===== config.mk =====
export PLATFORM = sky130hd
export DESIGN_NAME = i2c_master_register_sequencer_flat
export DESIGN_NICKNAME = d
export VERILOG_FILES = /design/src/hdl/i2cs_pkg.sv /design/src/hdl/i2cs_if.sv /design/src/hdl/i2c_master_register_sequencer.sv /design/src/hdl/i2cs_ram.sv /design/src/hdl/i2cs_txbuf.sv /design/src/hdl/i2cs_core.sv /design/src/hdl/i2cs_outq.sv /design/src/flat_wrapper.sv
export SDC_FILE = /design/constraint.sdc
export NUM_CORES = 1
export LEC_CHECK = 0
export BUFFER_PORTS_ARGS = -buffer_cell sky130_fd_sc_hd__buf_4
export CAP_MARGIN = 20
export CORE_UTILIZATION = 47
export DETAILED_ROUTE_END_ITERATION = 8
export MAX_ROUTING_LAYER = met4
export PLACE_DENSITY = 0.64
export SYNTH_ARGS = -nofsm -noshare
export SYNTH_HDL_FRONTEND = slang
export SYNTH_SLANG_ARGS = --single-unit
export TNS_END_PERCENT = 50

===== constraint.sdc =====
create_clock -name clk_i -period 14.75 [get_ports clk_i]
set_clock_uncertainty 0.2 [all_clocks]
set_input_delay 2.95 -clock clk_i [delete_from_list [all_inputs] [get_ports clk_i]]
set_output_delay 2.95 -clock clk_i [all_outputs]
set_load 0.02 [all_outputs]

===== src/hdl/i2cs_pkg.sv =====
// Shared types and codes for the I2C master register sequencer.
// Depends on nothing; the core, queue, top level, checker and testbench refer to it by scoped names.
package i2cs_pkg;

  // Input word actions.
  typedef enum logic [2:0] {
    ACT_LOAD     = 3'd0,
    ACT_START_WR = 3'd1,
    ACT_START_RD = 3'd2,
    ACT_TX_READY = 3'd3,
    ACT_RX_BYTE  = 3'd4
  } action_e;

  // Commands handed to the byte-level bus engine.
  typedef enum logic [2:0] {
    CMD_NONE       = 3'd0,
    CMD_START_TX   = 3'd1,
    CMD_SEND       = 3'd2,
    CMD_RESTART_RX = 3'd3,
    CMD_STOP       = 3'd4
  } cmd_e;

  // Transaction modes.
  typedef enum logic [2:0] {
    MODE_IDLE   = 3'd0,
    MODE_REG    = 3'd1,
    MODE_SWITCH = 3'd2,
    MODE_DATA   = 3'd3,
    MODE_RECV   = 3'd4
  } mode_e;

  // One input word.
  typedef struct packed {
    logic [2:0] action;
    logic [6:0] slave_address;
    logic [7:0] register_address;
    logic [5:0] byte_count;
    logic [7:0] data_byte;
    logic [4:0] load_index;
  } item_t;

  // One result word.
  typedef struct packed {
    logic [2:0] bus_command;
    logic [6:0] target_address;
    logic [7:0] send_byte;
    logic       read_valid;
    logic [7:0] read_byte;
    logic [4:0] read_index;
    logic       transfer_done;
    logic [2:0] mode_now;
    logic       last;
  } res_t;

endpackage


===== src/hdl/i2cs_if.sv =====
// Valid/ready channel interfaces for the input and result words.
// Depends on nothing; payload fields follow i2cs_pkg item_t and res_t.
interface i2cs_in_if;
  logic       valid;
  logic       ready;
  logic [2:0] action;
  logic [6:0] slave_address;
  logic [7:0] register_address;
  logic [5:0] byte_count;
  logic [7:0] data_byte;
  logic [4:0] load_index;

  modport source (
    output valid, action, slave_address, register_address, byte_count,
           data_byte, load_index,
    input  ready
  );
  modport sink (
    input  valid, action, slave_address, register_address, byte_count,
           data_byte, load_index,
    output ready
  );
endinterface

interface i2cs_out_if;
  logic       valid;
  logic       ready;
  logic [2:0] bus_command;
  logic [6:0] target_address;
  logic [7:0] send_byte;
  logic       read_valid;
  logic [7:0] read_byte;
  logic [4:0] read_index;
  logic       transfer_done;
  logic [2:0] mode_now;
  logic       last;

  modport source (
    output valid, bus_command, target_address, send_byte, read_valid, read_byte,
           read_index, transfer_done, mode_now, last,
    input  ready
  );
  modport sink (
    input  valid, bus_command, target_address, send_byte, read_valid, read_byte,
           read_index, transfer_done, mode_now, last,
    output ready
  );
endinterface


===== src/hdl/i2c_master_register_sequencer.sv =====
// A word is held in the input register until the result queue has room for its
// results, then decoded into that queue, whose head drives the output channel.
// Throughput: one input word per cycle while the queue has room and the output
// drains it; a word with two results takes both entries of the two-entry queue.
// Reset clears all control state; the transmit store reads as zero through
// per-entry valid bits, so no clearing pass is needed.
module i2c_master_register_sequencer #(
  parameter int BUF_DEPTH = 32
) (
  input  logic       clk_i,
  input  logic       rst_ni,
  i2cs_in_if.sink    in_i,
  i2cs_out_if.source out_o
);

  localparam int AW = $clog2(BUF_DEPTH);

  logic            in_vld_q;
  i2cs_pkg::item_t item_q;
  logic            fire;
  logic [1:0]      nres;
  logic [1:0]      room;
  i2cs_pkg::res_t  res0, res1, head;
  logic            ld_we;
  logic [AW-1:0]   ld_addr;
  logic [7:0]      ld_data;
  logic [AW-1:0]   rd_addr;
  logic [7:0]      tx_head;

  // Input register: refills whenever the held word is consumed.
  assign fire       = in_vld_q && (room >= nres);
  assign in_i.ready = !in_vld_q || fire;

  always_ff @(posedge clk_i or negedge rst_ni) begin
    if (!rst_ni) begin
      in_vld_q <= 1'b0;
    end else if (in_i.ready) begin
      in_vld_q <= in_i.valid;
    end
  end

  always_ff @(posedge clk_i) begin
    if (in_i.ready && in_i.valid) begin
      item_q.action           <= in_i.action;
      item_q.slave_address    <= in_i.slave_address;
      item_q.register_address <= in_i.register_address;
      item_q.byte_count       <= in_i.byte_count;
      item_q.data_byte        <= in_i.data_byte;
      item_q.load_index       <= in_i.load_index;
    end
  end

  i2cs_core #(
    .BUF_DEPTH (BUF_DEPTH)
  ) u_core (
    .clk_i     (clk_i),
    .rst_ni    (rst_ni),
    .fire_i    (fire),
    .item_i    (item_q),
    .head_i    (tx_head),
    .nres_o    (nres),
    .res0_o    (res0),
    .res1_o    (res1),
    .ld_we_o   (ld_we),
    .ld_addr_o (ld_addr),
    .ld_data_o (ld_data),
    .rd_addr_o (rd_addr)
  );

  i2cs_txbuf #(
    .BUF_DEPTH (BUF_DEPTH)
  ) u_txbuf (
    .clk_i   (clk_i),
    .rst_ni  (rst_ni),
    .we_i    (ld_we),
    .waddr_i (ld_addr),
    .wdata_i (ld_data),
    .raddr_i (rd_addr),
    .head_o  (tx_head)
  );

  i2cs_outq u_outq (
    .clk_i   (clk_i),
    .rst_ni  (rst_ni),
    .push_i  (fire),
    .npush_i (nres),
    .res0_i  (res0),
    .res1_i  (res1),
    .ready_i (out_o.ready),
    .valid_o (out_o.valid),
    .head_o  (head),
    .room_o  (room)
  );

  // Result word onto the output channel.
  assign out_o.bus_command    = head.bus_command;
  assign out_o.target_address = head.target_address;
  assign out_o.send_byte      = head.send_byte;
  assign out_o.read_valid     = head.read_valid;
  assign out_o.read_byte      = head.read_byte;
  assign out_o.read_index     = head.read_index;
  assign out_o.transfer_done  = head.transfer_done;
  assign out_o.mode_now       = head.mode_now;
  assign out_o.last           = head.last;

endmodule


===== src/hdl/i2cs_ram.sv =====
// Generic single-write, single-read RAM with a registered read port.
// Depends on nothing.
module i2cs_ram #(
  parameter int WIDTH = 8,
  parameter int DEPTH = 32
) (
  input  logic                     clk_i,
  input  logic                     we_i,
  input  logic [$clog2(DEPTH)-1:0] waddr_i,
  input  logic [WIDTH-1:0]         wdata_i,
  input  logic [$clog2(DEPTH)-1:0] raddr_i,
  output logic [WIDTH-1:0]         rdata_o
);

  logic [WIDTH-1:0] mem_q [DEPTH];
  logic [WIDTH-1:0] rdata_q;

  // Read returns the old contents when the same address is written.
  always_ff @(posedge clk_i) begin
    if (we_i) begin
      mem_q[waddr_i] <= wdata_i;
    end
    rdata_q <= mem_q[raddr_i];
  end

  assign rdata_o = rdata_q;

endmodule


===== src/hdl/i2cs_txbuf.sv =====
// Transmit byte store: RAM plus per-entry valid bits and a write bypass.
// The byte at the current send position is read ahead of its use, through a registered read.
// Depends on i2cs_ram.
module i2cs_txbuf #(
  parameter int BUF_DEPTH = 32
) (
  input  logic                         clk_i,
  input  logic                         rst_ni,
  input  logic                         we_i,
  input  logic [$clog2(BUF_DEPTH)-1:0] waddr_i,
  input  logic [7:0]                   wdata_i,
  input  logic [$clog2(BUF_DEPTH)-1:0] raddr_i,
  output logic [7:0]                   head_o
);

  localparam int AW = $clog2(BUF_DEPTH);

  logic [BUF_DEPTH-1:0] vld_q;
  logic [AW-1:0]        raddr_q;
  logic                 byp_q;
  logic [7:0]           byp_data_q;
  logic [7:0]           ram_rdata;

  i2cs_ram #(
    .WIDTH (8),
    .DEPTH (BUF_DEPTH)
  ) u_ram (
    .clk_i   (clk_i),
    .we_i    (we_i),
    .waddr_i (waddr_i),
    .wdata_i (wdata_i),
    .raddr_i (raddr_i),
    .rdata_o (ram_rdata)
  );

  // Valid bits, read address and bypass flag track what the RAM holds.
  always_ff @(posedge clk_i or negedge rst_ni) begin
    if (!rst_ni) begin
      vld_q   <= '0;
      raddr_q <= '0;
      byp_q   <= 1'b0;
    end else begin
      if (we_i) begin
        vld_q[waddr_i] <= 1'b1;
      end
      raddr_q <= raddr_i;
      byp_q   <= we_i && (waddr_i == raddr_i);
    end
  end

  // A write that collides with the read returns the new byte next cycle.
  always_ff @(posedge clk_i) begin
    byp_data_q <= wdata_i;
  end

  // Entries never written read as zero.
  assign head_o = !vld_q[raddr_q] ? 8'h00 : (byp_q ? byp_data_q : ram_rdata);

endmodule


===== src/hdl/i2cs_core.sv =====
// Transaction state machine: decodes one word and forms its one or two results.
// Depends on i2cs_pkg.
module i2cs_core #(
  parameter int BUF_DEPTH = 32
) (
  input  logic                         clk_i,
  input  logic                         rst_ni,
  input  logic                         fire_i,
  input  i2cs_pkg::item_t              item_i,
  input  logic [7:0]                   head_i,
  output logic [1:0]                   nres_o,
  output i2cs_pkg::res_t               res0_o,
  output i2cs_pkg::res_t               res1_o,
  output logic                         ld_we_o,
  output logic [$clog2(BUF_DEPTH)-1:0] ld_addr_o,
  output logic [7:0]                   ld_data_o,
  output logic [$clog2(BUF_DEPTH)-1:0] rd_addr_o
);

  localparam int AW = $clog2(BUF_DEPTH);
  localparam int CW = $clog2(BUF_DEPTH + 1);

  i2cs_pkg::mode_e mode_q, mode_d;
  logic [7:0]      reg_q, reg_d;
  logic [6:0]      slave_q, slave_d;
  logic [CW-1:0]   tx_rem_q, tx_rem_d;
  logic [CW-1:0]   rx_rem_q, rx_rem_d;
  logic [CW-1:0]   tx_pos_q, tx_pos_d;
  logic [CW-1:0]   rx_pos_q, rx_pos_d;
  logic [CW-1:0]   sat_count;
  logic [CW-1:0]   rx_rem_after;
  logic            ld_ok;

  // State registers advance only when the word is consumed.
  always_ff @(posedge clk_i or negedge rst_ni) begin
    if (!rst_ni) begin
      mode_q   <= i2cs_pkg::MODE_IDLE;
      reg_q    <= '0;
      slave_q  <= '0;
      tx_rem_q <= '0;
      rx_rem_q <= '0;
      tx_pos_q <= '0;
      rx_pos_q <= '0;
    end else if (fire_i) begin
      mode_q   <= mode_d;
      reg_q    <= reg_d;
      slave_q  <= slave_d;
      tx_rem_q <= tx_rem_d;
      rx_rem_q <= rx_rem_d;
      tx_pos_q <= tx_pos_d;
      rx_pos_q <= rx_pos_d;
    end
  end

  // Byte count limited to the store depth.
  assign sat_count = (32'(item_i.byte_count) > BUF_DEPTH) ?
                     CW'(BUF_DEPTH) : CW'(item_i.byte_count);
  assign rx_rem_after = rx_rem_q - CW'(rx_rem_q != '0);
  assign ld_ok = 32'(item_i.load_index) < BUF_DEPTH;

  // Store write port and the look-ahead read address.
  assign ld_addr_o = AW'(item_i.load_index);
  assign ld_data_o = item_i.data_byte;
  assign rd_addr_o = fire_i ? tx_pos_d[AW-1:0] : tx_pos_q[AW-1:0];

  // Next state and results.
  always_comb begin
    mode_d   = mode_q;
    reg_d    = reg_q;
    slave_d  = slave_q;
    tx_rem_d = tx_rem_q;
    rx_rem_d = rx_rem_q;
    tx_pos_d = tx_pos_q;
    rx_pos_d = rx_pos_q;
    ld_we_o  = 1'b0;
    nres_o   = 2'd1;
    res0_o   = '0;
    res1_o   = '0;
    res0_o.bus_command = i2cs_pkg::CMD_NONE;
    res0_o.last        = 1'b1;
    res1_o.bus_command = i2cs_pkg::CMD_STOP;
    res1_o.last        = 1'b1;

    unique case (i2cs_pkg::action_e'(item_i.action))
      i2cs_pkg::ACT_LOAD: begin
        ld_we_o = fire_i && ld_ok;
      end
      i2cs_pkg::ACT_START_WR, i2cs_pkg::ACT_START_RD: begin
        // A start always aborts whatever is in flight.
        mode_d  = i2cs_pkg::MODE_REG;
        reg_d   = item_i.register_address;
        slave_d = item_i.slave_address;
        if (i2cs_pkg::action_e'(item_i.action) == i2cs_pkg::ACT_START_WR) begin
          tx_rem_d = sat_count;
          rx_rem_d = '0;
        end else begin
          rx_rem_d = sat_count;
          tx_rem_d = '0;
        end
        tx_pos_d = '0;
        rx_pos_d = '0;
        res0_o.bus_command    = i2cs_pkg::CMD_START_TX;
        res0_o.target_address = item_i.slave_address;
      end
      i2cs_pkg::ACT_TX_READY: begin
        unique case (mode_q)
          i2cs_pkg::MODE_REG: begin
            mode_d = (rx_rem_q != '0) ? i2cs_pkg::MODE_SWITCH : i2cs_pkg::MODE_DATA;
            res0_o.bus_command = i2cs_pkg::CMD_SEND;
            res0_o.send_byte   = reg_q;
          end
          i2cs_pkg::MODE_SWITCH: begin
            mode_d = i2cs_pkg::MODE_RECV;
            res0_o.bus_command    = i2cs_pkg::CMD_RESTART_RX;
            res0_o.target_address = slave_q;
            // A single-byte read asks for the stop right behind the restart.
            if (rx_rem_q == CW'(1)) begin
              res0_o.last = 1'b0;
              nres_o      = 2'd2;
            end
          end
          i2cs_pkg::MODE_DATA: begin
            if (tx_rem_q != '0 && 32'(tx_pos_q) < BUF_DEPTH) begin
              tx_pos_d = tx_pos_q + CW'(1);
              tx_rem_d = tx_rem_q - CW'(1);
              res0_o.bus_command = i2cs_pkg::CMD_SEND;
              res0_o.send_byte   = head_i;
            end else begin
              tx_rem_d = '0;
              mode_d   = i2cs_pkg::MODE_IDLE;
              res0_o.bus_command   = i2cs_pkg::CMD_STOP;
              res0_o.transfer_done = 1'b1;
            end
          end
          i2cs_pkg::MODE_IDLE, i2cs_pkg::MODE_RECV: begin
            res0_o.bus_command = i2cs_pkg::CMD_NONE;
          end
          default: begin
            res0_o.bus_command = i2cs_pkg::CMD_NONE;
          end
        endcase
      end
      i2cs_pkg::ACT_RX_BYTE: begin
        if (mode_q == i2cs_pkg::MODE_RECV) begin
          if (rx_rem_q != '0) begin
            res0_o.read_valid = 1'b1;
            res0_o.read_byte  = item_i.data_byte;
            res0_o.read_index = 5'(rx_pos_q);
            rx_pos_d = rx_pos_q + CW'(1);
          end
          rx_rem_d = rx_rem_after;
          if (rx_rem_after == CW'(1)) begin
            res0_o.bus_command = i2cs_pkg::CMD_STOP;
          end else if (rx_rem_after == '0) begin
            mode_d = i2cs_pkg::MODE_IDLE;
            res0_o.transfer_done = 1'b1;
          end
        end
      end
      default: begin
        res0_o.bus_command = i2cs_pkg::CMD_NONE;
      end
    endcase

    res0_o.mode_now = mode_d;
    res1_o.mode_now = mode_d;
  end

endmodule


===== src/hdl/i2cs_outq.sv =====
// Two-entry result queue; entry zero drives the output channel.
// Depends on i2cs_pkg.
module i2cs_outq (
  input  logic           clk_i,
  input  logic           rst_ni,
  input  logic           push_i,
  input  logic [1:0]     npush_i,
  input  i2cs_pkg::res_t res0_i,
  input  i2cs_pkg::res_t res1_i,
  input  logic           ready_i,
  output logic           valid_o,
  output i2cs_pkg::res_t head_o,
  output logic [1:0]     room_o
);

  logic [1:0]     cnt_q, cnt_d, base;
  i2cs_pkg::res_t ent0_q, ent1_q, ent0_d, ent1_d;
  logic           pop;

  assign valid_o = cnt_q != 2'd0;
  assign head_o  = ent0_q;
  assign pop     = valid_o && ready_i;
  assign base    = cnt_q - {1'b0, pop};
  // Room counts the slot freed by this cycle's pop.
  assign room_o  = 2'd2 - base;

  // Shift on pop, then append new words behind what remains.
  always_comb begin
    ent0_d = pop ? ent1_q : ent0_q;
    ent1_d = ent1_q;
    cnt_d  = base;
    if (push_i) begin
      cnt_d = base + npush_i;
      unique case (base)
        2'd0: begin
          ent0_d = res0_i;
          ent1_d = res1_i;
        end
        2'd1: begin
          ent1_d = res0_i;
        end
        default: begin
          ent1_d = ent1_q;
        end
      endcase
    end
  end

  always_ff @(posedge clk_i or negedge rst_ni) begin
    if (!rst_ni) begin
      cnt_q <= 2'd0;
    end else begin
      cnt_q <= cnt_d;
    end
  end

  always_ff @(posedge clk_i) begin
    ent0_q <= ent0_d;
    ent1_q <= ent1_d;
  end

endmodule


===== src/flat_wrapper.sv =====
// flat-port wrapper written by rule: the top's interface ports become plain ports
module i2c_master_register_sequencer_flat 
#(
  parameter int BUF_DEPTH = 32
)
  (clk_i, rst_ni, in_i_valid, in_i_action, in_i_slave_address, in_i_register_address, in_i_byte_count, in_i_data_byte, in_i_load_index, in_i_ready, out_o_valid, out_o_bus_command, out_o_target_address, out_o_send_byte, out_o_read_valid, out_o_read_byte, out_o_read_index, out_o_transfer_done, out_o_mode_now, out_o_last, out_o_ready);
  i2cs_in_if in_i_i ();
  i2cs_out_if out_o_i ();
  input  logic clk_i;
  input  logic rst_ni;
  input wire logic [$bits(in_i_i.valid)-1:0] in_i_valid;
  input wire logic [$bits(in_i_i.action)-1:0] in_i_action;
  input wire logic [$bits(in_i_i.slave_address)-1:0] in_i_slave_address;
  input wire logic [$bits(in_i_i.register_address)-1:0] in_i_register_address;
  input wire logic [$bits(in_i_i.byte_count)-1:0] in_i_byte_count;
  input wire logic [$bits(in_i_i.data_byte)-1:0] in_i_data_byte;
  input wire logic [$bits(in_i_i.load_index)-1:0] in_i_load_index;
  output wire logic [$bits(in_i_i.ready)-1:0] in_i_ready;
  output wire logic [$bits(out_o_i.valid)-1:0] out_o_valid;
  output wire logic [$bits(out_o_i.bus_command)-1:0] out_o_bus_command;
  output wire logic [$bits(out_o_i.target_address)-1:0] out_o_target_address;
  output wire logic [$bits(out_o_i.send_byte)-1:0] out_o_send_byte;
  output wire logic [$bits(out_o_i.read_valid)-1:0] out_o_read_valid;
  output wire logic [$bits(out_o_i.read_byte)-1:0] out_o_read_byte;
  output wire logic [$bits(out_o_i.read_index)-1:0] out_o_read_index;
  output wire logic [$bits(out_o_i.transfer_done)-1:0] out_o_transfer_done;
  output wire logic [$bits(out_o_i.mode_now)-1:0] out_o_mode_now;
  output wire logic [$bits(out_o_i.last)-1:0] out_o_last;
  input wire logic [$bits(out_o_i.ready)-1:0] out_o_ready;
  assign in_i_i.valid = in_i_valid;
  assign in_i_i.action = in_i_action;
  assign in_i_i.slave_address = in_i_slave_address;
  assign in_i_i.register_address = in_i_register_address;
  assign in_i_i.byte_count = in_i_byte_count;
  assign in_i_i.data_byte = in_i_data_byte;
  assign in_i_i.load_index = in_i_load_index;
  assign in_i_ready = in_i_i.ready;
  assign out_o_valid = out_o_i.valid;
  assign out_o_bus_command = out_o_i.bus_command;
  assign out_o_target_address = out_o_i.target_address;
  assign out_o_send_byte = out_o_i.send_byte;
  assign out_o_read_valid = out_o_i.read_valid;
  assign out_o_read_byte = out_o_i.read_byte;
  assign out_o_read_index = out_o_i.read_index;
  assign out_o_transfer_done = out_o_i.transfer_done;
  assign out_o_mode_now = out_o_i.mode_now;
  assign out_o_last = out_o_i.last;
  assign out_o_i.ready = out_o_ready;
  i2c_master_register_sequencer #(.BUF_DEPTH(BUF_DEPTH)) u_core (.clk_i(clk_i), .rst_ni(rst_ni), .in_i(in_i_i), .out_o(out_o_i));
endmodule

# ---- Word-level counts from Yosys, hierarchy flattened
# Memory sizes are Yosys's and may differ from the RTL's. A register that Yosys moved wholly into a read port is not among the register bits.
# Index checks and enable logic that the tools add are counted.
dict set report totals {
  register_bits 202
  ram_bits 256
  in_bits 41
  out_inout_bits 39
  word_cells 153
  n_memories 1
}
dict set report classes {
  addsub 7
  n_lt_le_gt_ge 6
  n_eq_ne 16
  n_mux 60
  n_bitwise 1
  reduce_logical 24
}
# memory depth word_bits read_ports rd_ports_with_merged_regs wr line
set memory_table {}
lappend memory_table {u_core.u_txbuf.u_ram.mem_q 32 8 1 1 1 i2cs_ram.sv:15} ;# logic [WIDTH-1:0] mem_q [DEPTH];
# cell count
set op_table {}
lappend op_table {{37-bit 2-to-1 mux} 3}
lappend op_table {{37-bit case mux with 2 select lines} 1}
lappend op_table {{6-bit 2-to-1 mux} 10}
lappend op_table {{6-bit case mux with 2 select lines} 4}
lappend op_table {{3-bit case mux with 3 select lines} 4}
lappend op_table {{8-bit 2-to-1 mux} 4}
lappend op_table {{32-bit bitwise OR} 1}
lappend op_table {{14-bit 2-to-1 mux} 2}
lappend op_table {{3-bit 2-to-1 mux} 7}
lappend op_table {{8-bit case mux with 2 select lines} 1}
lappend op_table {{15-bit 2-to-1 mux} 1}
lappend op_table {{7-bit case mux with 2 select lines} 1}
lappend op_table {{1-bit 2-to-1 mux} 13}
lappend op_table {{6-bit by 1-bit adder with 6-bit output (second input constant)} 2}
lappend op_table {{3-bit by 2-bit == test with 1-bit output (second input constant)} 4}
lappend op_table {{6-bit by 1-bit == test with 1-bit output (second input constant)} 2}
lappend op_table {{5-bit by 6-bit less-than comparator with 1-bit output (second input constant)} 2}
lappend op_table {{6-bit nonzero test} 2}
lappend op_table {{2-bit 2-to-1 mux} 4}
lappend op_table {{4-bit AND reduction} 2}
lappend op_table {{2-bit nonzero test} 4}
lappend op_table {{7-bit 2-to-1 mux} 1}
lappend op_table {{3-bit by 1-bit == test with 1-bit output (second input constant)} 2}
lappend op_table {{3-bit == test (second input constant)} 2}
lappend op_table {{26 further kinds} 35}

# ---- Logic depth before layout (Yosys ltp)
dict set report logic_depth {
  ltp_word 9
  ltp_mapped 20
  mapped_depth_nobuf 16
}

# ---- By module
# From an unflattened synthesis, not the netlist that was laid out.
dict set report unflattened {
  cells_unflattened 1293
  hier_area_um2 19921.6
}
# mod n_inst cells_each area_per_inst_um2 seq_area_each_um2
set by_module_without_submodules {}
lappend by_module_without_submodules {i2cs_ram 1 417 10053.4 7847.5}
lappend by_module_without_submodules {i2cs_outq 1 267 3382.0 1901.8}
lappend by_module_without_submodules {i2cs_core 1 397 3225.6 1026.0}
lappend by_module_without_submodules {i2cs_txbuf 1 164 2052.0 1111.1}
lappend by_module_without_submodules {i2c_master_register_sequencer 1 48 1208.7 1136.1}

# ---- Least setup slack after synthesis
# Ideal clock, no wire load.
dict set report synth_path {
  kind {input -> output}
  start {input port out_o_ready}
  end {output port in_i_ready}
  arrival_time_ns 5.075
  setup_slack_ns 6.525
  path_stages 10
  cell_sequence {nand2_1 -> inv_1 -> clkbuf_1 -> clkbuf_1 -> ha_1 -> xnor2_1 -> ha_1 -> ha_1 -> a21bo_2 -> nand3_1}
}
dict set report synth_via {
  elab_chain_len 6
}
# element line
set synth_rtl {}
lappend synth_rtl {{start, declared} flat_wrapper.sv:29} ;# input wire logic [$bits(out_o_i.ready)-1:0] out_o_ready;
lappend synth_rtl {{1-bit logical AND} i2cs_outq.sv:22} ;# assign pop = valid_o && ready_i;
lappend synth_rtl {{2-bit by 1-bit subtractor with 2-bit output} i2cs_outq.sv:23} ;# assign base = cnt_q - {1'b0, pop};
lappend synth_rtl {{2-bit subtractor} i2cs_outq.sv:25} ;# assign room_o = 2'd2 - base;
lappend synth_rtl {{2-bit >= comparator} i2c_master_register_sequencer.sv:31} ;# assign fire = in_vld_q && (room >= nres);
lappend synth_rtl {{1-bit logical AND} i2c_master_register_sequencer.sv:31}
lappend synth_rtl {{1-bit logical OR} i2c_master_register_sequencer.sv:32} ;# assign in_i.ready = !in_vld_q || fire;
lappend synth_rtl {{end, declared} flat_wrapper.sv:18} ;# output wire logic [$bits(in_i_i.ready)-1:0] in_i_ready;
# Every way passes these cells.

# ---- Final worst setup path
# Same ends and word-level chain as after synthesis.

==> flow_metrics.tcl <==
set metrics [dict create \
    p_leak_nw 8.384 \
    nets 1612 \
    synth.net_count 1536 \
    grt-ovfl-total 0 \
    fill_cells 3309 \
    yosys_warnings 0 \
    crit_path_max_fanout 25 \
    clk_latency_ns 0.59 \
    critPathSlowestCell "xnor2_1" \
    fp.dieH_um 202.9 \
    hold_depth 2 \
    ff2ff_setup_slack_ns 8.60 \
    numCtsBuffers 48 \
    core_mm2 0.03973 \
    cp_slowest_stage_delay_ns 0.33 \
    vias_per_cell 5.754 \
    synth-main-ff-cell "edfxtp_1" \
    fp.dieW_um 202.9 \
    ios 80 \
    worst-endpoint-arrival_ns 5.20 \
    synth_edf_count 330 \
    worstSetupEndpointType "primary output" \
    synth_top_area_share_pct 52.26 \
    firstDrtPassIters 7 \
    cts.sinks 465 \
    drive_gt1_share_pct 15.88 \
    hold_buffers 0 \
    maxSlewHeadroom_pct 23.65 \
    period_share_pct 56.59 \
    yosys.area.top_type "edfxtp_1" \
    setup_tns_ns 0 \
    area_growth_pct 14.24 \
    grt_max_degree 82 \
    place.detailed.hpwl_um 29290 \
    final_util_pct 54.52 \
    grt_usage_pct 23.63 \
    hold_path_class "flip-flop to flip-flop" \
    grt_setup_unrepaired "no" \
    place.gp.congestion 0.8751 \
    multiInputGateArea_mm2 0.005479 \
    dp_slack_ns 6.287 \
    setup_violations 0 \
    design.die.area_mm2 0.04115 \
    clk_pin_slew_ns 0.06 \
    wire_per_inst_um 21.80 \
    drcViolationCount 0 \
    clock-root-buffer "clkbuf_16" \
    worstPathRequired_ns 11.60 \
    period_needed_ns 8.347 \
    p_per_area_mw_per_mm2 211.7 \
    register_area_mm2 0.01302 \
    cp_top_family "adder cells" \
    timing.max_cap.violations 0 \
    crit_path_cell_trace "buf_4 -> nand2_1 -> buf_4 -> inv_1 -> ha_1 -> xnor2_1 -> ha_1 -> ha_1 -> a21bo_2 -> nand3_1 -> buf_4" \
    initial_core_util_pct 47.72 \
    synth_cell_types 70 \
    worst-path-buf-inv 4 \
    cts_tree "yes" \
    drtIter0Drc 1084 \
    grt_pass1_wl_um 71210 \
    antenna_found_initial 1 \
    crit_cells 11 \
    async_flop_share_pct 17.63 \
    grt_pass1_vias 11779 \
    drv_slew 0 \
    yosys-top-cells-area "edfxtp_1 52%, dfrtp_1 11%, dfxtp_1 5.6%, nand2_1 5.1%, a211oi_1 2.3%" \
    h-tree-depth 2 \
    mappedNetlistArea_mm2 0.01896 \
    hold_viol 0 \
    row_count 73 \
    finalWorstSetupSlack_ns 6.403 \
    outcome "completed" \
    postCtsSetupBuffers 0 \
    ir_drop_uv 147.6 \
    cts_buffer_depth 3 \
    synth_area_per_cell_um2 12.79 \
    syn_inst 1483 \
    tightest_slew_ns 1.116 \
    startpoint_type "primary input" \
    num_vias 12221 \
    ant_nets 0 \
    io_buffers 79 \
    crit_type "primary input to primary output" \
    max_freq_mhz 119.8 \
    cts_resized 0 \
    seq_area_frac_synth_pct 68.68 \
    finalWirelength_um 46310 \
    antenna_cells 0 \
    ys_ff_latch 465 \
    r2r_cells 18 \
]
[metrics by stage]
stage          area (um^2)  cells  hold slack, ns  total power [W]
2_1_floorplan        18960   1483          0.2146         0.002894
3_3_place_gp         19990   2024          0.2210         0.003359
3_5_place_dp         20010   2027          0.2228         0.003397
4_1_cts              21570   2117          0.2411         0.004584
5_1_grt              21660   2124          0.2609         0.004827
6_report             21660   2124          0.2360         0.004587
[report_power, final]
part / switching [W] / internal (W)
sequential: 0.000148 / 0.00177
clock: 0.000505 / 0.000686
combinational: 0.000987 / 0.000493
total: 0.00164 / 0.00295
[flip-flops by register name (all words and copies together) (netlist names)]
signal,count
u_core.in_vld_q,1
u_core.item_q,37
u_core.u_core.mode_q,3
u_core.u_core.reg_q,8
u_core.u_core.rx_pos_q,5
u_core.u_core.rx_rem_q,6
u_core.u_core.slave_q,7
u_core.u_core.tx_pos_q,6
u_core.u_core.tx_rem_q,6
u_core.u_outq.cnt_q,2
u_core.u_outq.ent1_q,37
u_core.u_outq.head_o,37
u_core.u_txbuf.byp_data_q,8
u_core.u_txbuf.byp_q,1
u_core.u_txbuf.raddr_q,5
u_core.u_txbuf.u_ram.mem_q,256
u_core.u_txbuf.u_ram.rdata_o,8
u_core.u_txbuf.vld_q,32
[placed cells by master, fill, tap and decap left out, types with 6 or more instances in the layout]
| master | synthesis | final |
|---|---|---|
| clkbuf_1 | 45 | 13 |
| mux2_2 | 8 | 8 |
| mux4_2 | 10 | 10 |
| a22o_1 | 8 | 8 |
| a32oi_1 | 7 | 7 |
| a31oi_1 | 32 | 32 |
| xnor2_1 | 9 | 9 |
| a21oi_1 | 31 | 31 |
| dfrtp_1 | 82 | 82 |
| clkbuf_16 | 0 | 48 |
| clkbuf_8 | 0 | 6 |
| and2_1 | 15 | 14 |
| a211oi_1 | 59 | 59 |
| nor2_1 | 92 | 91 |
| a221o_1 | 8 | 8 |
| nand3_1 | 79 | 79 |
| and3_1 | 56 | 56 |
| dfxtp_1 | 53 | 53 |
| ha_1 | 12 | 12 |
| buf_4 | 2 | 104 |
| nand2_1 | 260 | 260 |
| o21ai_0 | 37 | 37 |
| inv_1 | 17 | 17 |
| clkinv_1 | 0 | 9 |
| or2_2 | 35 | 35 |
| nand3b_1 | 6 | 6 |
| nor2b_1 | 8 | 8 |
| mux2i_1 | 42 | 42 |
| nand4_1 | 12 | 12 |
| a22oi_1 | 13 | 13 |
| edfxtp_1 | 330 | 330 |
[routing by layer]
layer  vias to the layer above  share of wire (%)  global-route usage (%)
met3                        76                7.3                   4.864
li1                       5626                  -                       -
met1                      6063                 45                   33.17
met5                         -                  0                       -
met4                         0                2.5                   7.197
met2                       456                 45                   34.67
[Yosys cell counts (31+ instances only)]
cell	n
nand2_1	260
a31oi_1	32
a21oi_1	31
mux2i_1	42
edfxtp_1	330
clkbuf_1	45
nor2_1	92
nand3_1	79
a211oi_1	59
and3_1	56
dfrtp_1	82
dfxtp_1	53
o21ai_0	37
or2_2	35
[final cells by class]
cell class	instances	share of cell area [%]
sequential	465	60.12
inverter	19	0.3292
tap	525	3.032
timing repair buffer	111	4.055
clock inverter	23	1.022
multi-input combinational	914	25.29
clock buffer	67	6.151
[cell families (layout without fill, tap and decap cells)]
group	count (synthesis)	count (layout)	share of synthesized area, %
simple gates	595	595	14.72
flops	465	465	68.68
compound gates	233	233	8.803
buf+inv	104	220	2.481
mux	60	60	3.880
xor+xnor	14	14	0.6467
fa+ha+maj	12	12	0.7918
[final timing paths]
kind | to | start
max | in_i_ready | out_o_ready
max in group asynchronous | u_core.u_txbuf.vld_q[9] | rst_ni
min | u_core.u_core.reg_q[0] | u_core.item_q[19]
min in group asynchronous | u_core.u_core.slave_q[0] | rst_ni
min reg2reg | u_core.u_core.reg_q[0] | u_core.item_q[19]
max reg2reg | u_core.u_txbuf.u_ram.rdata_o[5] | u_core.u_outq.cnt_q[1]
[worst register-to-register path, cell delays in order, from the launching register on]
cell       delay [ns]
dfrtp_1          0.39
or2_2            0.34
nand2_1          0.08
buf_4            0.28
inv_1            0.11
ha_1             0.22
xnor2_1          0.33
ha_1             0.31
ha_1             0.28
a21bo_2          0.25
a21oi_2          0.40
o2111ai_4        0.17
buf_4            0.28
nand2_4          0.56
buf_4            0.88
mux2i_1          0.33
a211oi_1         0.10
a311oi_1         0.37
nand4_1          0.13
No activity file was read; power rests on OpenSTA's default activity.
